===== src/sv/rcg_pkg.sv =====
package rcg_pkg;

	localparam int unsigned MAX_WINDOW_DEF = 64;

	localparam int KEY_W  = 32;
	localparam int LEN_W  = 7;
	localparam int COEF_W = 8;
	localparam int POS_W  = 6;
	localparam int ST_W   = 64;
	localparam int HALF_W = 32;

	localparam logic [ST_W-1:0] GOLDEN_STEP = 64'h9E3779B97F4A7C15;
	localparam logic [ST_W-1:0] MIX_MUL_A   = 64'hBF58476D1CE4E5B9;
	localparam logic [ST_W-1:0] MIX_MUL_B   = 64'h94D049BB133111EB;

	localparam int SHIFT_A = 30;
	localparam int SHIFT_B = 27;
	localparam int SHIFT_C = 31;

	// low bits of the second product that reach the output byte
	localparam int LOW_W = COEF_W + SHIFT_C;
	localparam int HI_W  = LOW_W - HALF_W;

	localparam logic [COEF_W-1:0] BYTE_MAX = 8'hFF;
	localparam logic [COEF_W-1:0] COEF_ONE = 8'd1;

	typedef struct packed {
		logic [POS_W-1:0] position;
		logic             last;
	} tag_t;

endpackage


===== src/sv/rcg_mix.sv =====
module rcg_mix (
	input  logic                       clk,
	input  logic                       arst_n,
	input  logic                       in_valid,
	input  logic [rcg_pkg::ST_W-1:0]   state,
	input  rcg_pkg::tag_t              in_tag,
	output logic                       out_valid,
	output logic [rcg_pkg::COEF_W-1:0] coefficient,
	output rcg_pkg::tag_t              out_tag
);
	import rcg_pkg::*;

	logic [ST_W-1:0]   w;
	logic [ST_W-1:0]   x;
	logic [ST_W-1:0]   y;
	logic [LOW_W-1:0]  z;
	logic [COEF_W-1:0] mix_byte;

	logic              v_s2, v_s3, v_s4, v_s5;
	tag_t              tag_s2, tag_s3, tag_s4, tag_s5;
	logic [ST_W-1:0]   p0_s2;
	logic [HALF_W-1:0] p1_s2, p2_s2;
	logic [LOW_W-1:0]  y_s3;
	logic [LOW_W-1:0]  q0_s4;
	logic [HI_W-1:0]   q1_s4, q2_s4;
	logic [COEF_W-1:0] coef_s5;

	// first xor-shift, split multiply by a
	assign w = state ^ (state >> SHIFT_A);

	// first product assembled, second xor-shift
	assign x = p0_s2 + {p1_s2 + p2_s2, {HALF_W{1'b0}}};
	assign y = x ^ (x >> SHIFT_B);

	// low bits of second product, final xor-shift on the byte
	assign z = q0_s4 + {q1_s4 + q2_s4, {HALF_W{1'b0}}};
	assign mix_byte = z[COEF_W-1:0] ^ z[LOW_W-1:SHIFT_C];

	always_ff @(posedge clk or negedge arst_n) begin
		if (!arst_n) begin
			v_s2 <= 1'b0;
			v_s3 <= 1'b0;
			v_s4 <= 1'b0;
			v_s5 <= 1'b0;
		end else begin
			v_s2 <= in_valid;
			v_s3 <= v_s2;
			v_s4 <= v_s3;
			v_s5 <= v_s4;
		end
	end

	always_ff @(posedge clk) begin
		tag_s2 <= in_tag;
		tag_s3 <= tag_s2;
		tag_s4 <= tag_s3;
		tag_s5 <= tag_s4;

		p0_s2 <= {{HALF_W{1'b0}}, w[HALF_W-1:0]} * {{HALF_W{1'b0}}, MIX_MUL_A[HALF_W-1:0]};
		p1_s2 <= w[ST_W-1:HALF_W] * MIX_MUL_A[HALF_W-1:0];
		p2_s2 <= w[HALF_W-1:0] * MIX_MUL_A[ST_W-1:HALF_W];

		y_s3 <= y[LOW_W-1:0];

		q0_s4 <= {{HI_W{1'b0}}, y_s3[HALF_W-1:0]} * {{HI_W{1'b0}}, MIX_MUL_B[HALF_W-1:0]};
		q1_s4 <= y_s3[LOW_W-1:HALF_W] * MIX_MUL_B[HI_W-1:0];
		q2_s4 <= y_s3[HI_W-1:0] * MIX_MUL_B[LOW_W-1:HALF_W];

		// byte mod 255 plus one
		coef_s5 <= (mix_byte == BYTE_MAX) ? COEF_ONE : mix_byte + COEF_ONE;
	end

	assign out_valid   = v_s5;
	assign coefficient = coef_s5;
	assign out_tag     = tag_s5;

endmodule


===== src/sv/repair_coefficient_generator.sv =====
// repair coefficient generator
// command channel: a word (seed, num_coefs) is taken at a rising edge
// where start is high and busy is low. num_coefs above MAX_WINDOW counts as
// MAX_WINDOW; a length of zero gives no results and leaves busy low.
// result channel: one word per window position (coefficient, position,
// last), each shown for exactly one cycle with strobe high. the receiver
// cannot hold results off, so nothing here ever stalls.
// order: each state goes from the sequencer through stage s1 and the
// mixer stages s2 to s5; one coefficient per cycle in position order.
// throughput: busy stays high while the sequencer feeds one state per
// cycle into the mixer, one per coefficient; a new command may be taken
// while the previous run still drains.
// reset clears the sequencer and every pipeline valid bit; no results are
// lost or repeated across back-to-back commands.
module repair_coefficient_generator #(
	parameter int unsigned MAX_WINDOW = rcg_pkg::MAX_WINDOW_DEF
) (
	input  logic                       clk,
	input  logic                       arst_n,
	input  logic                       start,
	output logic                       busy,
	input  logic [rcg_pkg::KEY_W-1:0]  seed,
	input  logic [rcg_pkg::LEN_W-1:0]  num_coefs,
	output logic                       strobe,
	output logic [rcg_pkg::COEF_W-1:0] coefficient,
	output logic [rcg_pkg::POS_W-1:0]  position,
	output logic                       last
);
	import rcg_pkg::*;

	localparam int CNT_W = $clog2(MAX_WINDOW + 1);

	logic             accept;
	logic [CNT_W-1:0] len_sat;
	logic             run_q;
	logic [CNT_W-1:0] rem_q;
	logic [POS_W-1:0] pos_q;
	logic [ST_W-1:0]  st_q;
	logic             v_s1;
	tag_t             tag_s1;
	tag_t             out_tag;

	assign accept  = start && !busy;
	assign len_sat = (num_coefs > LEN_W'(MAX_WINDOW)) ? CNT_W'(MAX_WINDOW)
		: num_coefs[CNT_W-1:0];

	always_ff @(posedge clk or negedge arst_n) begin
		if (!arst_n) begin
			run_q <= 1'b0;
			rem_q <= '0;
			pos_q <= '0;
			v_s1  <= 1'b0;
		end else begin
			v_s1 <= run_q;
			if (run_q) begin
				rem_q <= rem_q - CNT_W'(1);
				pos_q <= pos_q + POS_W'(1);
				run_q <= (rem_q != CNT_W'(1));
			end else if (accept) begin
				rem_q <= len_sat;
				pos_q <= '0;
				run_q <= (len_sat != '0);
			end
		end
	end

	always_ff @(posedge clk) begin
		if (run_q) begin
			st_q          <= st_q + GOLDEN_STEP;
			tag_s1.position <= pos_q;
			tag_s1.last     <= (rem_q == CNT_W'(1));
		end else if (accept) begin
			st_q <= {{(ST_W - KEY_W){1'b0}}, seed};
		end
	end

	assign busy = run_q;

	rcg_mix u_mix (
		.clk         (clk),
		.arst_n      (arst_n),
		.in_valid    (v_s1),
		.state       (st_q),
		.in_tag      (tag_s1),
		.out_valid   (strobe),
		.coefficient (coefficient),
		.out_tag     (out_tag)
	);

	assign position = out_tag.position;
	assign last     = out_tag.last;

endmodule

===== config.mk =====
export PLATFORM = sky130hd
export DESIGN_NAME = repair_coefficient_generator
export DESIGN_NICKNAME = d
export VERILOG_FILES = /design/src/sv/rcg_pkg.sv /design/src/sv/rcg_mix.sv /design/src/sv/repair_coefficient_generator.sv
export SDC_FILE = /design/constraint.sdc
export NUM_CORES = 2
export LEC_CHECK = 0
export ABC_AREA = 1
export BUFFER_PORTS_ARGS = -buffer_cell sky130_fd_sc_hd__buf_2
export CAP_MARGIN = 20
export CORE_AREA = 10 10 387 389
export CTS_CLUSTER_SIZE = 10
export DETAILED_ROUTE_END_ITERATION = 10
export DIE_AREA = 0 0 397 399
export PLACE_DENSITY = 0.68
export SETUP_SLACK_MARGIN = 0.1
export SYNTH_ARGS = -nofsm -noshare
export SYNTH_HDL_FRONTEND = slang
export SYNTH_SLANG_ARGS = --single-unit

===== constraint.sdc =====
create_clock -name clk -period 6.7 [get_ports clk]
set_clock_uncertainty 0.1 [all_clocks]
set_input_delay 1.675 -clock clk [delete_from_list [all_inputs] [get_ports clk]]
set_output_delay 1.675 -clock clk [all_outputs]
set_load 0.03 [all_outputs]

Word level (Yosys, flattened, before mapping)

Cells that the tools add are included.

Bits of input ports: 42
Output and inout bits: 17
Register bits after elaboration: 343

Reductions and logical operators: 4
Bitwise gates (word level): 3
Equality and inequality tests: 3
Multipliers: 6
Add/sub/neg operators: 8
Muxes and demuxes: 9
Order comparisons: 1

Operators by type and width:

| operator               | number |
|---|---|
| $mux 64                | 2 |
| $add 61x64->64         | 1 |
| $add 64x64->64 const B | 1 |
| $xor 64x34->64         | 1 |
| $mul 32x29->61 const B | 1 |
| $add 39x39->39         | 1 |
| $mul 32x29->39 const B | 1 |
| $xor 39x37->39         | 1 |
| $add 32x32->32         | 1 |
| $mul 32x29->32 const B | 1 |
| $mul 32x32->32 const B | 1 |
| $mux 7                 | 3 |
| $mul 7x6->7 const B    | 2 |
| $mux 6                 | 2 |
| $add 8x1->8 const B    | 1 |
| $eq 8x8->1 const B     | 1 |
| $xor 8x8->8            | 1 |
| $add 7x7->7            | 1 |
| $eq 7x1->1 const B     | 1 |
| $gt 7x7->1 const B     | 1 |
| $ne 7x1->1 const B     | 1 |
| $reduce_bool 7->1      | 1 |
| $sub 7x1->7 const B    | 1 |
| $add 6x1->6 const B    | 1 |
| other kinds (4)        | 5 |

Logic depth before layout (Yosys ltp)

Depth after elaboration: 5
Depth in mapped cells: 34

Cells and area by module

A second synthesis with hierarchy kept.

Cell total of the unflattened synthesis: 7343
Area, all modules: 63748.6 um2

By module, submodules not included:

| module                       | seq. area each (um2) | cells each | times used | area an instance (um2) |
|---|---|---|---|---|
| rcg_mix                      | 4604.4               | 6325       | 1          | 56800.7 |
| repair_coefficient_generator | 2507.4               | 1018       | 1          | 6947.9 |

Worst setup path after synthesis

No wires, ideal clock.

Path type: register to register
From: register st_q[31]
To: register u_mix.p0_s2[51]
Library setup time: 0.117 ns
Arrival time: 6.952 ns
Path slack: -0.469 ns
Stages on the path, launching flop included: 35
Clock period less this slack: 7.169 ns
Path through: edfxtp_1 buf_4 xor2_1 inv_1 nor2_1 inv_1 nand2_1 inv_1 ha_1 or2_2 ha_1 xor2_1 fa_1 fa_1 fa_1 inv_1 fa_1 fa_1 inv_1 fa_1 inv_1 ha_1 nand2_1 nor2_1 inv_1 nor2_1 inv_1 nor3_1 nand3_1 nand3_1 nand2_1 inv_1 nor2_1 nand2_1 nand2_1

Word-level cells in the longest chain between the ends: 2

Ends and longest elaborated chain:

| element                | line                               | text |
|---|---|---|
| start, declared        | repair_coefficient_generator.sv:38 | `logic [ST_W-1:0] st_q;` |
| start signal, assigned | repair_coefficient_generator.sv:69 | `st_q <= st_q + GOLDEN_STEP;` |
| start signal, assigned | repair_coefficient_generator.sv:73 | `st_q <= {{(ST_W - KEY_W){1'b0}}, seed};` |
| $xor 64x34->64         | rcg_mix.sv:29                      | `assign w = state ^ (state >> SHIFT_A);` |
| $mul 32x29->61         | rcg_mix.sv:59                      | `p0_s2 <= {{HALF_W{1'b0}}, w[HALF_W-1:0]} * {{HALF_W{1'b0}}, MIX_MUL_A[HALF_W-1:0]};` |
| end signal, assigned   | rcg_mix.sv:59                      |  |
| end, declared          | rcg_mix.sv:21                      | `logic [ST_W-1:0] p0_s2;` |

No other way between the ends.
A chain may end at the register's enable or synchronous reset.

Worst setup path after layout

From: register st_q[54]
To: register u_mix.p0_s2[42]

The elaborated chain is that of the path after synthesis.

==> results.sh <==
export IMPL_yosys_register_bits=315
export IMPL_grt_usage=0.288
export IMPL_finalMaxSlewViolations=0
export IMPL_startpoint_type="flip-flop"
export IMPL_final_common_cell="inv_1"
export IMPL_crit_slowest_cell="fa_1"
export IMPL_synth_edff_count=71
export IMPL_drive_above_1_share=0.224
export IMPL_syn_to_final_growth_pct=24.9
export IMPL_vias=52111
export IMPL_die_area_mm2=0.158
export IMPL_setup_viol=34
export IMPL_period_share=1.03
export IMPL_drc=0
export IMPL_clock_latency_ps=630
export IMPL_grt_pass1_wl_mm=341
export IMPL_mostFrequentLayoutCells="inv_1 (1,943), fa_1 (974), ha_1 (939)"
export IMPL_ios=59
export IMPL_yosys_warnings=0
export IMPL_syn_area_per_cell_um2=8.82
export IMPL_fillers=12689
export IMPL_critPathArrivalTime_ps=7280
export IMPL_slew_headroom=0.340
export IMPL_violations="setup timing"
export IMPL_die_h_um=399
export IMPL_fp_row_count=139
export IMPL_clk_pin_slew_ps=60
export IMPL_port_buffers=58
export IMPL_use_met1=0.372
export IMPL_clockBufferDepth=3
export IMPL_post_drt_via_cell_ratio=5.14
export IMPL_endpoint_kind="flip-flop"
export IMPL_grt_max_degree=78
export IMPL_antenna_found_initial=4
export IMPL_groute_layer_met3_usage=0.0386
export IMPL_synthFlopType="dfxtp_1"
export IMPL_finalHoldViolations=0
export IMPL_dp_cells=9933
export IMPL_yosysSeqAreaShare=0.112
export IMPL_critical_path_required_ps=7110
export IMPL_hpwlAfterDp_mm=202
export IMPL_start_util=0.446
export IMPL_place_gp_congestion=1.03
export IMPL_drtIter0Drc=3519
export IMPL_synth_distinct_cells=59
export IMPL_nNetsFinal=10384
export IMPL_cts_tree="yes"
export IMPL_hp_class="flip-flop to flip-flop"
export IMPL_setup_slack_ps=-177
export IMPL_worst_path_buf_inv=10
export IMPL_grt_busiest_layer="met2"
export IMPL_netlist_area_leader_share=0.332
export IMPL_outcome="complete, but fails checks"
export IMPL_core_area_mm2=0.142
export IMPL_wire_per_inst_um=22.6
export IMPL_synthTopCellsByArea="fa_1 (33%), ha_1 (21%), inv_1 (12%)"
export IMPL_worstMarginPinSlew_ps=990
export IMPL_crit_family="adder cells"
export IMPL_grt_overflow_total=0
export IMPL_drt_first_pass_iters=6
export IMPL_use_met2=0.484
export IMPL_timing_fmax_mhz=145
export IMPL_die_x_um=397
export IMPL_slowest_delay_ps=570
export IMPL_synth_nets=9376
export IMPL_synth_area_mm2=0.0635
export IMPL_maxCapViolCount=0
export IMPL_crit_path_frequent_cell="fa_1"
export IMPL_instances_no_fill=10140
export IMPL_wl_mm=229
export IMPL_async_reset_ff_frac=0.0603
export IMPL_critPathMaxFanout=4
export IMPL_cts_sinks=315
export IMPL_min_period_ps=6880
export IMPL_grt_pass1_vias=55327
export IMPL_cts_root_buf="clkbuf_16"
export IMPL_path_class="flip-flop to flip-flop"
export IMPL_ant_nets=0
export IMPL_rsz0062_at_grt="yes"
export IMPL_syn_inst=7200
export IMPL_diodes=0
export IMPL_cts_inserted_buffers=44
export IMPL_cts_hold_buffers_added=0
export IMPL_htreeDepth=2
export IMPL_synth_top_cell_by_area="fa_1"
-- routing by layer --
layer  vias up  routed length (µm)  share of wire
met2      1657              108000           0.47
li1      23987                   -              -
met5         -                  13       0.000057
met1     25956               95200           0.41
met3       509               13900          0.061
met4         2               12700          0.056
-- registers in the layout (all words and copies together) (netlist names), 6 cells and up --
register           cells
u_mix.p1_s2           32
u_mix.q2_s4            7
rem_q                  7
u_mix.p2_s2           32
u_mix.p0_s2           59
pos_q                  6
u_mix.q1_s4            7
st_q                  64
u_mix.out_tag          7
tag_s1                 7
u_mix.coefficient      8
u_mix.tag_s4           7
u_mix.q0_s4           13
u_mix.tag_s3           7
u_mix.y_s3            39
u_mix.tag_s2           7
-- worst paths after layout --
path	start	endpoint	slack, ps	depth (start not counted)
max	st_q[54]	u_mix.p0_s2[42]	-180	28
min	u_mix.tag_s2[2]	u_mix.tag_s3[2]	220	0
max reg2reg	st_q[54]	u_mix.p0_s2[42]	-180	28
min reg2reg	u_mix.tag_s2[2]	u_mix.tag_s3[2]	220	0
max in group asynchronous	arst_n	busy	5310	1
min in group asynchronous	arst_n	rem_q[0]	870	1
-- area by class of cell --
| class | count | area (µm²) | share of cell area |
|---|---|---|---|
| Timing Repair Buffer | 986 | 7970 | 0.100 |
| Sequential cell | 315 | 7120 | 0.0896 |
| Tap cell | 1903 | 2380 | 0.0300 |
| Multi-Input combinational cell | 4764 | 52500 | 0.662 |
| Clock buffer | 57 | 1200 | 0.0151 |
| Inverter | 2097 | 7940 | 0.100 |
| Clock inverter | 18 | 255 | 0.00322 |
-- cells in the mapped netlist, drive strengths merged (10+ instances only) --
library cell	n
inv	2097
ha	1079
fa	1055
nand2	875
nor2	335
a21oi	330
dfxtp	225
xor2	216
o21ai	213
nand3	198
xnor2	142
edfxtp	71
nor3	45
a31oi	42
nand4	36
o21bai	36
a21o	32
o211ai	20
dfrtp	19
nor4	19
o21a	19
nand3b	16
clkbuf	13
buf	11
a21boi	10
-- what timing repair did --
item                                    CTS  global route
buffers inserted                         80            71
gates resized for setup                 621           428
pin swaps                               257           335
gates cloned                              0             0
endpoints found under the setup margin   63            72
-- stage by stage --
stage	worst slack (ps)	cell area [µm²]	setup TNS (ps)	hold slack (ps)	utilization
after floorplan	94.2	63700	0	210	-
after global placement	-537	72400	-14770	212	0.508
after detailed placement	-511	72400	-15460	212	0.508
after CTS	-160	77300	-1500	224	0.542
after global routing	-320	79400	-9880	228	0.557
final	-177	79400	-2970	223	0.557
-- logic make-up after synthesis --
logic type / count (synthesis) / synth area share
flops: 315 / 0.112
buf+inv: 2121 / 0.126
xor+xnor: 358 / 0.0496
fa+ha+maj: 2134 / 0.545
compound gates: 730 / 0.0649
simple gates: 1542 / 0.103
Power is not shown: default switching activity piles up to over one toggle a cycle in this logic, so the estimate is an artifact.
